--- config.mk ---
export PLATFORM = sky130hd
export DESIGN_NAME = wav_pcm8_stream_decoder
export DESIGN_NICKNAME = d
export VERILOG_FILES = /design/src/wpsd_pkg.sv /design/src/wav_pcm8_stream_decoder.sv
export SDC_FILE = /design/constraint.sdc
export NUM_CORES = 1
export LEC_CHECK = 0
export BUFFER_PORTS_ARGS = -buffer_cell sky130_fd_sc_hd__buf_2
export CAP_MARGIN = 20
export CELL_PAD_IN_SITES_DETAIL_PLACEMENT = 1
export CELL_PAD_IN_SITES_GLOBAL_PLACEMENT = 2
export CORE_UTILIZATION = 40
export DETAILED_ROUTE_END_ITERATION = 7
export HOLD_SLACK_MARGIN = 0.03
export PLACE_DENSITY = 0.92
export SETUP_SLACK_MARGIN = 0.2
export SLEW_MARGIN = 0
export SYNTH_ARGS = -nofsm -noshare
export SYNTH_HDL_FRONTEND = slang
export SYNTH_SLANG_ARGS = --single-unit
--- constraint.sdc ---
create_clock -name clock -period 10.91 [get_ports clock]
set_input_delay 1.091 -clock clock [delete_from_list [all_inputs] [get_ports clock]]
set_output_delay 1.091 -clock clock [all_outputs]
set_load 0.03 [all_outputs]
--- src/wpsd_pkg.sv ---
// Shared types and constants for the WAV 8-bit PCM stream decoder.
package wpsd_pkg;

   // Parser phases, one-hot
   typedef enum logic [6:0] {
      PH_HEADER    = 7'b0000001,
      PH_CHUNK_HDR = 7'b0000010,
      PH_FMT       = 7'b0000100,
      PH_SKIP      = 7'b0001000,
      PH_DATA      = 7'b0010000,
      PH_DONE      = 7'b0100000,
      PH_FAULT     = 7'b1000000
   } phase_type;

   typedef logic [2:0] status_type;

   localparam status_type ST_FRAME      = 3'd0;
   localparam status_type ST_TOO_SMALL  = 3'd1;
   localparam status_type ST_NOT_WAVE   = 3'd2;
   localparam status_type ST_NOT_PCM    = 3'd3;
   localparam status_type ST_BAD_DEPTH  = 3'd4;
   localparam status_type ST_NO_CHUNK   = 3'd5;

   localparam logic [31:0] TAG_RIFF = 32'h5249_4646;
   localparam logic [31:0] TAG_WAVE = 32'h5741_5645;
   localparam logic [31:0] TAG_FMT  = 32'h666D_7420;
   localparam logic [31:0] TAG_DATA = 32'h6461_7461;

   localparam logic [5:0]  HEADER_BYTES = 6'd44;
   localparam logic [31:0] FMT_MIN_LEN  = 32'd16;
   localparam logic [15:0] FORMAT_PCM   = 16'd1;
   localparam logic [15:0] DEPTH_8BIT   = 16'd8;
   localparam logic [15:0] SILENCE      = 16'h8000;
   localparam logic [11:0] GAIN_RESET   = 12'd256;

endpackage

--- src/wav_pcm8_stream_decoder.sv ---
// WAV 8-bit PCM stream decoder: RIFF chunk parser, gain scaler and output skid buffer.

// Takes one WAV file byte per transfer and can accept a byte on every cycle that req_stall
// is low. Each byte updates the chunk parser in the cycle it is taken; a result (a stereo
// frame or a single error code) is registered and offered on the rsp_ side. A two-entry
// output buffer (output register plus skid register) separates the sides: req_stall rises
// only while the skid register holds a result, i.e. after the output has been stalled with
// a further result arriving. Samples are (byte - 128) * 256, scaled by csr gain in unsigned
// fixed point with GAIN_FRACTION_BITS fraction bits, truncated toward zero, saturated to
// 16 bits and returned offset binary. Only write the gain while no transfer is in flight.
module wav_pcm8_stream_decoder
   import wpsd_pkg::*;
#(
   parameter int GAIN_FRACTION_BITS = 8
) (
   input  logic        clock,
   input  logic        reset,
   input  logic        csr_wr_en,
   input  logic [11:0] csr_wr_data,
   input  logic        req_valid,
   output logic        req_stall,
   input  logic [7:0]  req_file_byte,
   input  logic        req_last_byte,
   output logic        rsp_valid,
   input  logic        rsp_stall,
   output logic [15:0] rsp_left_sample,
   output logic [15:0] rsp_right_sample,
   output status_type  rsp_status
);

   localparam logic signed [29:0] ROUND_BIAS =
      30'((30'sd1 <<< GAIN_FRACTION_BITS) - 30'sd1);

   function automatic logic [15:0] scale_byte(input logic [7:0] b, input logic [11:0] g);
      logic signed [8:0]  centred;
      logic signed [12:0] gs;
      logic signed [21:0] prod;
      logic signed [29:0] full;
      logic signed [29:0] quot;
      logic [15:0]        res;
      centred = $signed({1'b0, b}) - 9'sd128;
      gs      = $signed({1'b0, g});
      prod    = centred * gs;
      full    = $signed({prod, 8'b0});
      // bias negatives so the shift truncates toward zero
      quot    = (full + (full[29] ? ROUND_BIAS : 30'sd0)) >>> GAIN_FRACTION_BITS;
      if (quot > 30'sd32767) begin
         res = 16'hFFFF;
      end else if (quot < -30'sd32768) begin
         res = 16'h0000;
      end else begin
         res = quot[15:0] ^ SILENCE;
      end
      return res;
   endfunction

   logic [11:0] gain_ff;

   phase_type   phase_ff,         phase_in;
   logic [5:0]  bytes_seen_ff,    bytes_seen_in;
   logic [32:0] offset_ff,        offset_in;
   logic [31:0] tag_ff,           tag_in;
   logic [31:0] len_ff,           len_in;
   logic [15:0] format_ff,        format_in;
   logic [15:0] depth_ff,         depth_in;
   logic [15:0] channels_ff,      channels_in;
   logic        format_seen_ff,   format_seen_in;
   logic [31:0] data_left_ff,     data_left_in;
   logic [7:0]  held_left_ff,     held_left_in;
   logic        left_pending_ff,  left_pending_in;
   logic        fault_latched_ff, fault_latched_in;
   status_type  fault_code_ff,    fault_code_in;

   logic        out_valid_ff,  skid_valid_ff;
   logic [15:0] out_left_ff,   out_right_ff,   skid_left_ff,   skid_right_ff;
   status_type  out_status_ff, skid_status_ff;

   logic        accept, take;
   logic        res_valid, frame, mono;
   logic [15:0] res_left, res_right, scaled_a, scaled_b;
   status_type  res_status;
   logic [31:0] tag_shift, len_new;
   logic [32:0] offset_inc, skip_total;

   assign accept    = req_valid && !req_stall;
   assign take      = out_valid_ff && !rsp_stall;
   assign req_stall = skid_valid_ff;

   assign mono       = (channels_ff == 16'd1);
   assign tag_shift  = {tag_ff[23:0], req_file_byte};
   assign len_new    = {req_file_byte, len_ff[23:0]};
   assign offset_inc = offset_ff + 33'd1;
   assign skip_total = {1'b0, len_ff} + {32'b0, len_ff[0]};

   // left takes the held byte once a stereo pair completes
   assign scaled_a = scale_byte((mono || !left_pending_ff) ? req_file_byte : held_left_ff,
                                gain_ff);
   assign scaled_b = scale_byte(req_file_byte, gain_ff);

   always_comb begin
      phase_in         = phase_ff;
      bytes_seen_in    = bytes_seen_ff;
      offset_in        = offset_ff;
      tag_in           = tag_ff;
      len_in           = len_ff;
      format_in        = format_ff;
      depth_in         = depth_ff;
      channels_in      = channels_ff;
      format_seen_in   = format_seen_ff;
      data_left_in     = data_left_ff;
      held_left_in     = held_left_ff;
      left_pending_in  = left_pending_ff;
      fault_latched_in = fault_latched_ff;
      fault_code_in    = fault_code_ff;
      res_valid        = 1'b0;
      res_left         = SILENCE;
      res_right        = SILENCE;
      res_status       = ST_FRAME;
      frame            = 1'b0;

      if (accept) begin
         if (bytes_seen_ff < HEADER_BYTES) begin
            bytes_seen_in = bytes_seen_ff + 6'd1;
         end

         unique case (phase_ff)
            PH_HEADER: begin
               tag_in    = tag_shift;
               offset_in = offset_inc;
               if (offset_ff == 33'd3 && tag_shift != TAG_RIFF) begin
                  fault_code_in = ST_NOT_WAVE;
                  phase_in      = PH_FAULT;
               end else if (offset_ff == 33'd11) begin
                  if (tag_shift != TAG_WAVE) begin
                     fault_code_in = ST_NOT_WAVE;
                     phase_in      = PH_FAULT;
                  end else begin
                     phase_in  = PH_CHUNK_HDR;
                     offset_in = '0;
                     tag_in    = '0;
                     len_in    = '0;
                  end
               end
            end
            PH_CHUNK_HDR: begin
               offset_in = offset_inc;
               if (offset_ff < 33'd4) begin
                  tag_in = tag_shift;
               end else begin
                  unique case (offset_ff[1:0])
                     2'd0: len_in[7:0]   = req_file_byte;
                     2'd1: len_in[15:8]  = req_file_byte;
                     2'd2: len_in[23:16] = req_file_byte;
                     2'd3: len_in[31:24] = req_file_byte;
                     default: ;
                  endcase
               end
               if (offset_ff == 33'd7) begin
                  offset_in = '0;
                  if (tag_ff == TAG_FMT && len_new >= FMT_MIN_LEN) begin
                     phase_in = PH_FMT;
                  end else if (tag_ff == TAG_DATA) begin
                     if (!format_seen_ff) begin
                        fault_code_in = ST_NO_CHUNK;
                        phase_in      = PH_FAULT;
                     end else begin
                        data_left_in = len_new;
                        phase_in     = (len_new == 32'd0) ? PH_DONE : PH_DATA;
                     end
                  end else if (len_new == 32'd0) begin
                     tag_in = '0;
                     len_in = '0;
                  end else begin
                     phase_in = PH_SKIP;
                  end
               end
            end
            PH_FMT: begin
               offset_in = offset_inc;
               priority if (offset_ff == 33'd0) begin
                  format_in = {8'd0, req_file_byte};
               end else if (offset_ff == 33'd1) begin
                  format_in = {req_file_byte, format_ff[7:0]};
               end else if (offset_ff == 33'd2) begin
                  channels_in = {8'd0, req_file_byte};
               end else if (offset_ff == 33'd3) begin
                  channels_in = {req_file_byte, channels_ff[7:0]};
               end else if (offset_ff == 33'd14) begin
                  depth_in = {8'd0, req_file_byte};
               end else if (offset_ff == 33'd15) begin
                  depth_in = {req_file_byte, depth_ff[7:0]};
               end else begin
               end
               if (offset_ff == 33'd15 && format_ff != FORMAT_PCM) begin
                  fault_code_in = ST_NOT_PCM;
                  phase_in      = PH_FAULT;
               end else if (offset_ff == 33'd15 && depth_in != DEPTH_8BIT) begin
                  fault_code_in = ST_BAD_DEPTH;
                  phase_in      = PH_FAULT;
               end else begin
                  if (offset_ff == 33'd15) begin
                     format_seen_in = 1'b1;
                  end
                  if (offset_inc >= skip_total) begin
                     phase_in  = PH_CHUNK_HDR;
                     offset_in = '0;
                     tag_in    = '0;
                     len_in    = '0;
                  end
               end
            end
            PH_SKIP: begin
               offset_in = offset_inc;
               if (offset_inc >= skip_total) begin
                  phase_in  = PH_CHUNK_HDR;
                  offset_in = '0;
                  tag_in    = '0;
                  len_in    = '0;
               end
            end
            PH_DATA: begin
               data_left_in = data_left_ff - 32'd1;
               priority if (mono) begin
                  res_left  = scaled_a;
                  res_right = scaled_a;
                  frame     = 1'b1;
               end else if (left_pending_ff) begin
                  res_left        = scaled_a;
                  res_right       = scaled_b;
                  left_pending_in = 1'b0;
                  frame           = 1'b1;
               end else if (data_left_in == 32'd0 || req_last_byte) begin
                  // lone left byte at the end of the chunk
                  res_left = scaled_a;
                  frame    = 1'b1;
               end else begin
                  held_left_in    = req_file_byte;
                  left_pending_in = 1'b1;
               end
               if (data_left_in == 32'd0) begin
                  phase_in = PH_DONE;
               end
            end
            PH_DONE, PH_FAULT: begin
            end
            default: begin
            end
         endcase

         priority if (req_last_byte && bytes_seen_in < HEADER_BYTES) begin
            res_valid  = 1'b1;
            res_left   = SILENCE;
            res_right  = SILENCE;
            res_status = ST_TOO_SMALL;
         end else if (phase_in == PH_FAULT && !fault_latched_ff &&
                      bytes_seen_in >= HEADER_BYTES) begin
            res_valid        = 1'b1;
            res_left         = SILENCE;
            res_right        = SILENCE;
            res_status       = fault_code_in;
            fault_latched_in = 1'b1;
         end else if (req_last_byte && phase_in != PH_DATA && phase_in != PH_DONE &&
                      phase_in != PH_FAULT) begin
            res_valid  = 1'b1;
            res_left   = SILENCE;
            res_right  = SILENCE;
            res_status = ST_NO_CHUNK;
         end else if (frame) begin
            res_valid  = 1'b1;
            res_status = ST_FRAME;
         end else begin
         end

         // parser restarts after the final byte
         if (req_last_byte) begin
            phase_in         = PH_HEADER;
            bytes_seen_in    = '0;
            offset_in        = '0;
            tag_in           = '0;
            len_in           = '0;
            format_in        = '0;
            depth_in         = '0;
            channels_in      = 16'd1;
            format_seen_in   = 1'b0;
            data_left_in     = '0;
            held_left_in     = '0;
            left_pending_in  = 1'b0;
            fault_latched_in = 1'b0;
            fault_code_in    = ST_FRAME;
         end
      end
   end

   always_ff @(posedge clock) begin
      if (reset) begin
         gain_ff          <= GAIN_RESET;
         phase_ff         <= PH_HEADER;
         bytes_seen_ff    <= '0;
         offset_ff        <= '0;
         tag_ff           <= '0;
         len_ff           <= '0;
         format_ff        <= '0;
         depth_ff         <= '0;
         channels_ff      <= 16'd1;
         format_seen_ff   <= 1'b0;
         data_left_ff     <= '0;
         held_left_ff     <= '0;
         left_pending_ff  <= 1'b0;
         fault_latched_ff <= 1'b0;
         fault_code_ff    <= ST_FRAME;
      end else begin
         if (csr_wr_en) begin
            gain_ff <= csr_wr_data;
         end
         phase_ff         <= phase_in;
         bytes_seen_ff    <= bytes_seen_in;
         offset_ff        <= offset_in;
         tag_ff           <= tag_in;
         len_ff           <= len_in;
         format_ff        <= format_in;
         depth_ff         <= depth_in;
         channels_ff      <= channels_in;
         format_seen_ff   <= format_seen_in;
         data_left_ff     <= data_left_in;
         held_left_ff     <= held_left_in;
         left_pending_ff  <= left_pending_in;
         fault_latched_ff <= fault_latched_in;
         fault_code_ff    <= fault_code_in;
      end
   end

   // Output register plus skid register
   always_ff @(posedge clock) begin
      if (reset) begin
         out_valid_ff  <= 1'b0;
         skid_valid_ff <= 1'b0;
      end else if (skid_valid_ff) begin
         if (take) begin
            skid_valid_ff <= 1'b0;
         end
      end else if (res_valid) begin
         if (!out_valid_ff || take) begin
            out_valid_ff <= 1'b1;
         end else begin
            skid_valid_ff <= 1'b1;
         end
      end else if (take) begin
         out_valid_ff <= 1'b0;
      end
   end

   always_ff @(posedge clock) begin
      if (skid_valid_ff) begin
         if (take) begin
            out_left_ff   <= skid_left_ff;
            out_right_ff  <= skid_right_ff;
            out_status_ff <= skid_status_ff;
         end
      end else if (res_valid) begin
         if (!out_valid_ff || take) begin
            out_left_ff   <= res_left;
            out_right_ff  <= res_right;
            out_status_ff <= res_status;
         end else begin
            skid_left_ff   <= res_left;
            skid_right_ff  <= res_right;
            skid_status_ff <= res_status;
         end
      end
   end

   assign rsp_valid        = out_valid_ff;
   assign rsp_left_sample  = out_left_ff;
   assign rsp_right_sample = out_right_ff;
   assign rsp_status       = out_status_ff;

endmodule
# Word level (Yosys, flattened, before mapping)
# Cells that the tools add are included.
dict set report totals {
  regBits 288
  input_bits 26
  word_cells 315
}
dict set report op_classes {
  n_addsub 8
  n_mul 2
  n_lt_le_gt_ge 10
  n_eq_ne 45
  muxes 168
  bitwise 4
  reduce_logical 53
}
# cell count
set op_table {}
lappend op_table {{two-way mux 32 bit} 29}
lappend op_table {{two-way mux 16 bit} 47}
lappend op_table {{two-way mux 33 bit} 8}
lappend op_table {{case mux 32 bit (4 select lines)} 2}
lappend op_table {{case mux 33 bit (4 select lines)} 1}
lappend op_table {{equality test 33 x 4 -> 1 bit, second input constant} 3}
lappend op_table {{two-way mux 7 bit} 14}
lappend op_table {{two-way mux 8 bit} 12}
lappend op_table {{equality test 33 x 2 -> 1 bit, second input constant} 2}
lappend op_table {{equality test 32 x 31 -> 1 bit, second input constant} 2}
lappend op_table {{logical NOT 32 bit} 2}
lappend op_table {{!= test 32 x 31 -> 1 bit, second input constant} 2}
lappend op_table {{case mux 32 bit (2 select lines)} 1}
lappend op_table {{adder 30 x 9 -> 30 bit} 2}
lappend op_table {{two-way mux 3 bit} 18}
lappend op_table {{> comparator 22 x 16 -> 1 bit, second input constant} 2}
lappend op_table {{< comparator 22 x 16 -> 1 bit, second input constant} 2}
lappend op_table {{multiplier 9 x 13 -> 22 bit} 2}
lappend op_table {{case mux 7 bit (5 select lines)} 1}
lappend op_table {{adder 32 x 1 -> 33 bit} 1}
lappend op_table {{adder 33 x 1 -> 33 bit, second input constant} 1}
lappend op_table {{equality test 33 x 1 -> 1 bit, second input constant} 1}
lappend op_table {{equality test 33 x 3 -> 1 bit, second input constant} 1}
lappend op_table {{>= comparator 33 bit} 1}
lappend op_table {{42 further kinds} 133}

# Logic depth before layout (Yosys ltp)
dict set report depth {
  depth_word 26
  depth_mapped 31
  depth_no_buf 27
}

# Least setup slack after synthesis
# Ideal clock, no wire load.
dict set report synth_timing {
  kind {input port to flip-flop}
  from {input req_file_byte[7]}
  to {register out_right_ff[10] (netlist: rsp_right_sample[10]), data pin}
  setup_time_ns 0.280
  arrival_ns 7.446
  t_required_ns 10.630
  setup_slack_ns 3.184
  cell_stages 25
  n_path_buf 1
  cell_sequence {inv_1 nor2_1 a21oi_1 clkbuf_1 nand2_1 fa_1 fa_1 inv_1 fa_1 fa_1 inv_1 fa_1 inv_1 ha_1 o21a_1 o21ai_0 nor2_1 a31oi_1 o211ai_1 a21o_1 a2111oi_0 a2111oi_0 and2_1 a21oi_1 nand4_1}
}
dict set report synth_between {
  elab_chain_len 25
}
# item line_no
set synth_rtl {}
lappend synth_rtl {{start, declared} wav_pcm8_stream_decoder.sv:22} ;# input logic [7:0] req_file_byte,
lappend synth_rtl {{parallel branches: the longest is 19 deep, another holds adder 30 x 9 -> 30 bit} n/a}
lappend synth_rtl {{two-way mux 16 bit (*)} wav_pcm8_stream_decoder.sv:255} ;# end else if (phase_in == PH_FAULT && !fault_latched_ff &&
lappend synth_rtl {{two-way mux 16 bit (*)} wav_pcm8_stream_decoder.sv:250} ;# priority if (req_last_byte && bytes_seen_in < HEADER_BYTES) begin
lappend synth_rtl {{two-way mux 16 bit (*)} wav_pcm8_stream_decoder.sv:121} ;# if (accept) begin
lappend synth_rtl {{two-way mux 16 bit (*)} wav_pcm8_stream_decoder.sv:360} ;# if (!out_valid_ff || take) begin
lappend synth_rtl {{two-way mux 16 bit (*)} wav_pcm8_stream_decoder.sv:359} ;# end else if (res_valid) begin
lappend synth_rtl {{two-way mux 16 bit (*)} wav_pcm8_stream_decoder.sv:353} ;# if (skid_valid_ff) begin
lappend synth_rtl {{end signal, assigned} wav_pcm8_stream_decoder.sv:356} ;# out_right_ff <= skid_right_ff;
lappend synth_rtl {{end signal, assigned} wav_pcm8_stream_decoder.sv:362} ;# out_right_ff <= res_right;
lappend synth_rtl {{end, declared} wav_pcm8_stream_decoder.sv:75} ;# logic [15:0] out_left_ff, out_right_ff, skid_left_ff, skid_right_ff;
# Every way passes the cells marked *. The select of a mux whose other input is x is not followed.
# A chain may end at the register's enable or synchronous reset.

# Final worst setup path
dict set report layout_timing {
  from {register channels_ff[9]}
  to {register skid_right_ff[10], data pin}
}
dict set report layout_between {
  elab_chain_len 16
}
# item line_no
set layout_rtl {}
lappend layout_rtl {{start, declared} wav_pcm8_stream_decoder.sv:66} ;# logic [15:0] channels_ff, channels_in;
lappend layout_rtl {{start signal, assigned} wav_pcm8_stream_decoder.sv:322} ;# channels_ff <= channels_in;
lappend layout_rtl {{equality test 16 x 1 -> 1 bit (*)} wav_pcm8_stream_decoder.sv:89} ;# assign mono = (channels_ff == 16'd1);
lappend layout_rtl {{logical OR 1 bit} wav_pcm8_stream_decoder.sv:96} ;# assign scaled_a = scale_byte((mono || !left_pending_ff) ? req_file_byte : held_left_ff,
lappend layout_rtl {{two-way mux 8 bit} wav_pcm8_stream_decoder.sv:96}
lappend layout_rtl {{subtractor 8 x 8 -> 9 bit} wav_pcm8_stream_decoder.sv:41} ;# centred = $signed({1'b0, b}) - 9'sd128;
lappend layout_rtl {{multiplier 9 x 13 -> 22 bit} wav_pcm8_stream_decoder.sv:43} ;# prod = centred * gs;
lappend layout_rtl {{two-way mux 8 bit} wav_pcm8_stream_decoder.sv:46} ;# quot = (full + (full[29] ? ROUND_BIAS : 30'sd0)) >>> GAIN_FRACTION_BITS;
lappend layout_rtl {{adder 30 x 9 -> 30 bit} wav_pcm8_stream_decoder.sv:46}
lappend layout_rtl {{< comparator 22 x 16 -> 1 bit} wav_pcm8_stream_decoder.sv:49} ;# end else if (quot < -30'sd32768) begin
lappend layout_rtl {{two-way mux 16 bit} wav_pcm8_stream_decoder.sv:49}
lappend layout_rtl {{two-way mux 16 bit} wav_pcm8_stream_decoder.sv:47} ;# if (quot > 30'sd32767) begin
lappend layout_rtl {{two-way mux 16 bit (*)} wav_pcm8_stream_decoder.sv:223} ;# priority if (mono) begin
lappend layout_rtl {{two-way mux 16 bit (*)} wav_pcm8_stream_decoder.sv:126} ;# unique case (phase_ff)
lappend layout_rtl {{two-way mux 16 bit (*)} wav_pcm8_stream_decoder.sv:262} ;# end else if (req_last_byte && phase_in != PH_DATA && phase_in != PH_DONE &&
lappend layout_rtl {{two-way mux 16 bit (*)} wav_pcm8_stream_decoder.sv:255}
lappend layout_rtl {{two-way mux 16 bit (*)} wav_pcm8_stream_decoder.sv:250}
lappend layout_rtl {{two-way mux 16 bit (*)} wav_pcm8_stream_decoder.sv:121}
lappend layout_rtl {{via res_right[10]} wav_pcm8_stream_decoder.sv:80} ;# logic [15:0] res_left, res_right, scaled_a, scaled_b;
lappend layout_rtl {{end signal, assigned} wav_pcm8_stream_decoder.sv:366} ;# skid_right_ff <= res_right;
lappend layout_rtl {{end, declared} wav_pcm8_stream_decoder.sv:75}
# The timed path passes the listed nets; every way through them passes the cells marked *.

==> flow_metrics.py <==
metrics = {
    "route": {
        "wl_per_cell_um": 21.29,
        "drt-total-wl_mm": 74.17,
        "dr.pass1.iters": 5,
        "postRouteAntennaNets": 0,
        "drc": 0,
        "vias": 20620,
        "drt_iter0_markers": 1306,
        "vias_per_cell": 5.919,
    },
    "power_and_ir_drop": {
        "powerDensity_nw_per_um2": 143.4,
        "total_power_mw": 3.641,
        "irDropWorstVdd_uv": 98.29,
        "p_leak_nw": 10.66,
    },
    "timing": {
        "rsz0062_at_grt": "no",
        "min_period_over_period": 0.7558,
        "tns_ns": 0,
        "finalCriticalPeriod_ns": 8.245,
        "fin_skew_ns": 0.03294,
        "slew_violations": 0,
        "slew_headroom": 0.3056,
        "finalSetupViolCount": 0,
        "hold_ws_ns": 0.4628,
        "worst_slack_ns": 2.665,
        "hold_violations": 0,
        "max_freq_mhz": 121.3,
        "worst_pin_slew_ns": 1.042,
    },
    "floorplan": {
        "start_util": 0.4080,
        "io_pins": 63,
        "core_um2": 56820,
        "core.rowCount": 87,
        "dieWidth_um": 242.7,
        "die_y_um": 242.7,
        "dieArea_um2": 58930,
    },
    "layout": {
        "drive_above_1_share": 0.07588,
        "nets": 3030,
        "final_cells": 3484,
        "final_cell_mix": "nor2_1 (291), nand2_1 (283), dfxtp_1 (218)",
        "area_growth_pct": 9.520,
        "num-fill-cells": 6736,
        "multiInputGateArea_um2": 15390,
        "seq_area_um2": 6466,
        "final_common_cell": "nor2_1",
        "final_area_um2": 25390,
        "fin_util": 0.4468,
        "num_antenna_cells": 0,
    },
    "synthesis": {
        "synth_top_cell_area_share": 0.1882,
        "synth_xor_area_frac": 0.03740,
        "synthMuxAreaShare": 0.01851,
        "synth_top_family_by_area": "simple AND/OR/NAND/NOR gates",
        "synth_simple_gate_area_frac": 0.2281,
        "avgSynthCellArea_um2": 8.511,
        "ys_types": 89,
        "synthFlopType": "dfxtp_1",
        "synth_edf_count": 70,
        "synthArstFlopShare": 0,
        "synth_nets": 3055,
        "ys_warn_count": 0,
        "synth_compound_area_frac": 0.1677,
        "synth_cells": 2724,
        "synth-seq-cells": 288,
        "synth.cell_area_um2": 23180,
        "synth_top_cells_by_area": "dfxtp_1 (19%), fa_1 (12%), edfxtp_1 (9.1%)",
        "yosysTopAreaCell": "dfxtp_1",
        "synth.yosys.seq_area_share": 0.2789,
        "synthAdderAreaFrac": 0.2106,
    },
    "placed_design": {
        "pre_cts_ws_ns": 1.214,
        "hpwl_mm": 54.68,
        "post_dp_cell_area_um2": 24080,
        "gp_congestion": 0.9284,
        "io_buffers": 62,
        "numPlacedInstances": 3412,
    },
    "clocking": {
        "postCtsHoldBufs": 0,
        "numCtsBuffers": 38,
        "cts_tree": "done",
        "cts_setup_buffers": 0,
        "htree_num_levels": 2,
        "cts_resized": 0,
        "clock-sinks": 288,
        "clockBufferDepth": 3,
        "clk_latency_ns": 0.59,
        "root_buffer": "clkbuf_16",
        "cts.clk_slew.worst_paths_ns": 0.05,
    },
    "worst_setup_path": {
        "rr_worst_depth": 25,
        "startpoint_type": "flop",
        "required_ns": 11.20,
        "critPathArrivalTime_ns": 8.53,
        "crit_path_start": "channels_ff[9]",
        "worstReg2RegEnd": "skid_right_ff[10]",
        "worstPathMaxFanout": 16,
        "rrSetupSlack_ns": 2.66,
        "rr_startpoint": "channels_ff[9]",
        "critPathCapture": "skid_right_ff[10]",
        "worstSetupPathType": "reg2reg",
        "end_kind": "flop",
    },
    "global_routing": {
        "grt_pass1_wl_mm": 119.3,
        "grt_max_degree": 91,
        "antenna_found_initial": 0,
        "grtUsageTotal": 0.2495,
        "grt_overflow_total": 0,
        "first_global_vias": 21960,
    },
    "min_path": {
        "hp-class": "reg2reg",
        "min_from": "channels_ff[6]",
    },
    "status": {
        "status": "complete, no violations",
    },
    "run": {
        "maxCapViolations": 0,
    },
}
cell type report:
type	instances	area share
clock inverters	17	0.007490
multi-input cells	2085	0.6062
repair buffers	102	0.02444
well taps	756	0.03725
inverters	184	0.02720
flip-flops and latches	288	0.2547
clock buffers	52	0.04277
report_power, final:
group          switching [mW]  internal [mW]
sequential             0.0267           1.11
clock                   0.532          0.754
combinational           0.763          0.450
cells in the mapped netlist, types with 46 or more instances:
master	instances
nor2_1	291
a21oi_1	129
and2_1	84
ha_1	163
dfxtp_1	218
nor3_1	55
nand2_1	283
a22o_1	64
clkbuf_1	143
xnor2_1	46
fa_1	142
a22oi_1	68
nand2b_1	47
edfxtp_1	70
xor2_1	53
o21ai_0	105
inv_1	183
nand3_1	56
worst max-delay path, cell delays in order, from the launching register on:
cell and delay (ns):
dfxtp_1 0.31, nor4_1 0.31, nand4_1 0.24, and2_1 0.39, a21oi_1 0.52, clkinv_1 0.44
nor2_1 0.27, fa_1 0.46, fa_1 0.53, fa_1 0.53, fa_1 0.51, ha_1 0.32
ha_1 0.36, a21o_1 0.17, a21o_1 0.18, a21o_1 0.17, a31oi_1 0.29, o211ai_1 0.18
a21o_1 0.20, a2111oi_0 0.40, buf_4 0.22, a2111oi_2 0.04, buf_4 0.22, and2_1 0.18
a21oi_1 0.36, nand3_1 0.14
routing by layer:
layer / share of wire / global-route usage
met3: 0.041 / 0.03295
met1: 0.43 / 0.3157
met4: 0.030 / 0.08657
met5: 0 / 0
met2: 0.50 / 0.4340
logic make-up (layout without fill, tap and decap cells):
kind of cell,after synthesis,after routing
adders and majority gates,305,305
DFF,288,288
and+or+nand+nor,1065,1065
buffers and inverters,351,355
muxes,42,42
AOI/OAI and AO/OA,574,574
xor gates and xnor gates,99,99
how the worst min path moves through the flow:
stage                       endpoint  slack [ns]  depth (start not counted)
floorplan             channels_ff[6]        0.43                          2
CTS                   channels_ff[6]        0.47                          2
detailed placement  fault_latched_ff        0.46                          1
global route        fault_latched_ff        0.47                          1
global placement      channels_ff[2]        0.44                          2
finish                channels_ff[6]        0.46                          2
registers in the layout, summed over array words and instances (netlist names), 3 cells and up:
signal,count
skid_right_ff,16
rsp_status,3
format_ff,16
bytes_seen_ff,6
depth_ff,16
fault_code_ff,3
data_left_ff,32
channels_ff,16
phase_ff,7
rsp_left_sample,16
skid_status_ff,3
gain_ff,12
tag_ff,32
len_ff,32
rsp_right_sample,16
skid_left_ff,16
held_left_ff,8
offset_ff,33
No activity file was read; power rests on OpenSTA's default activity.
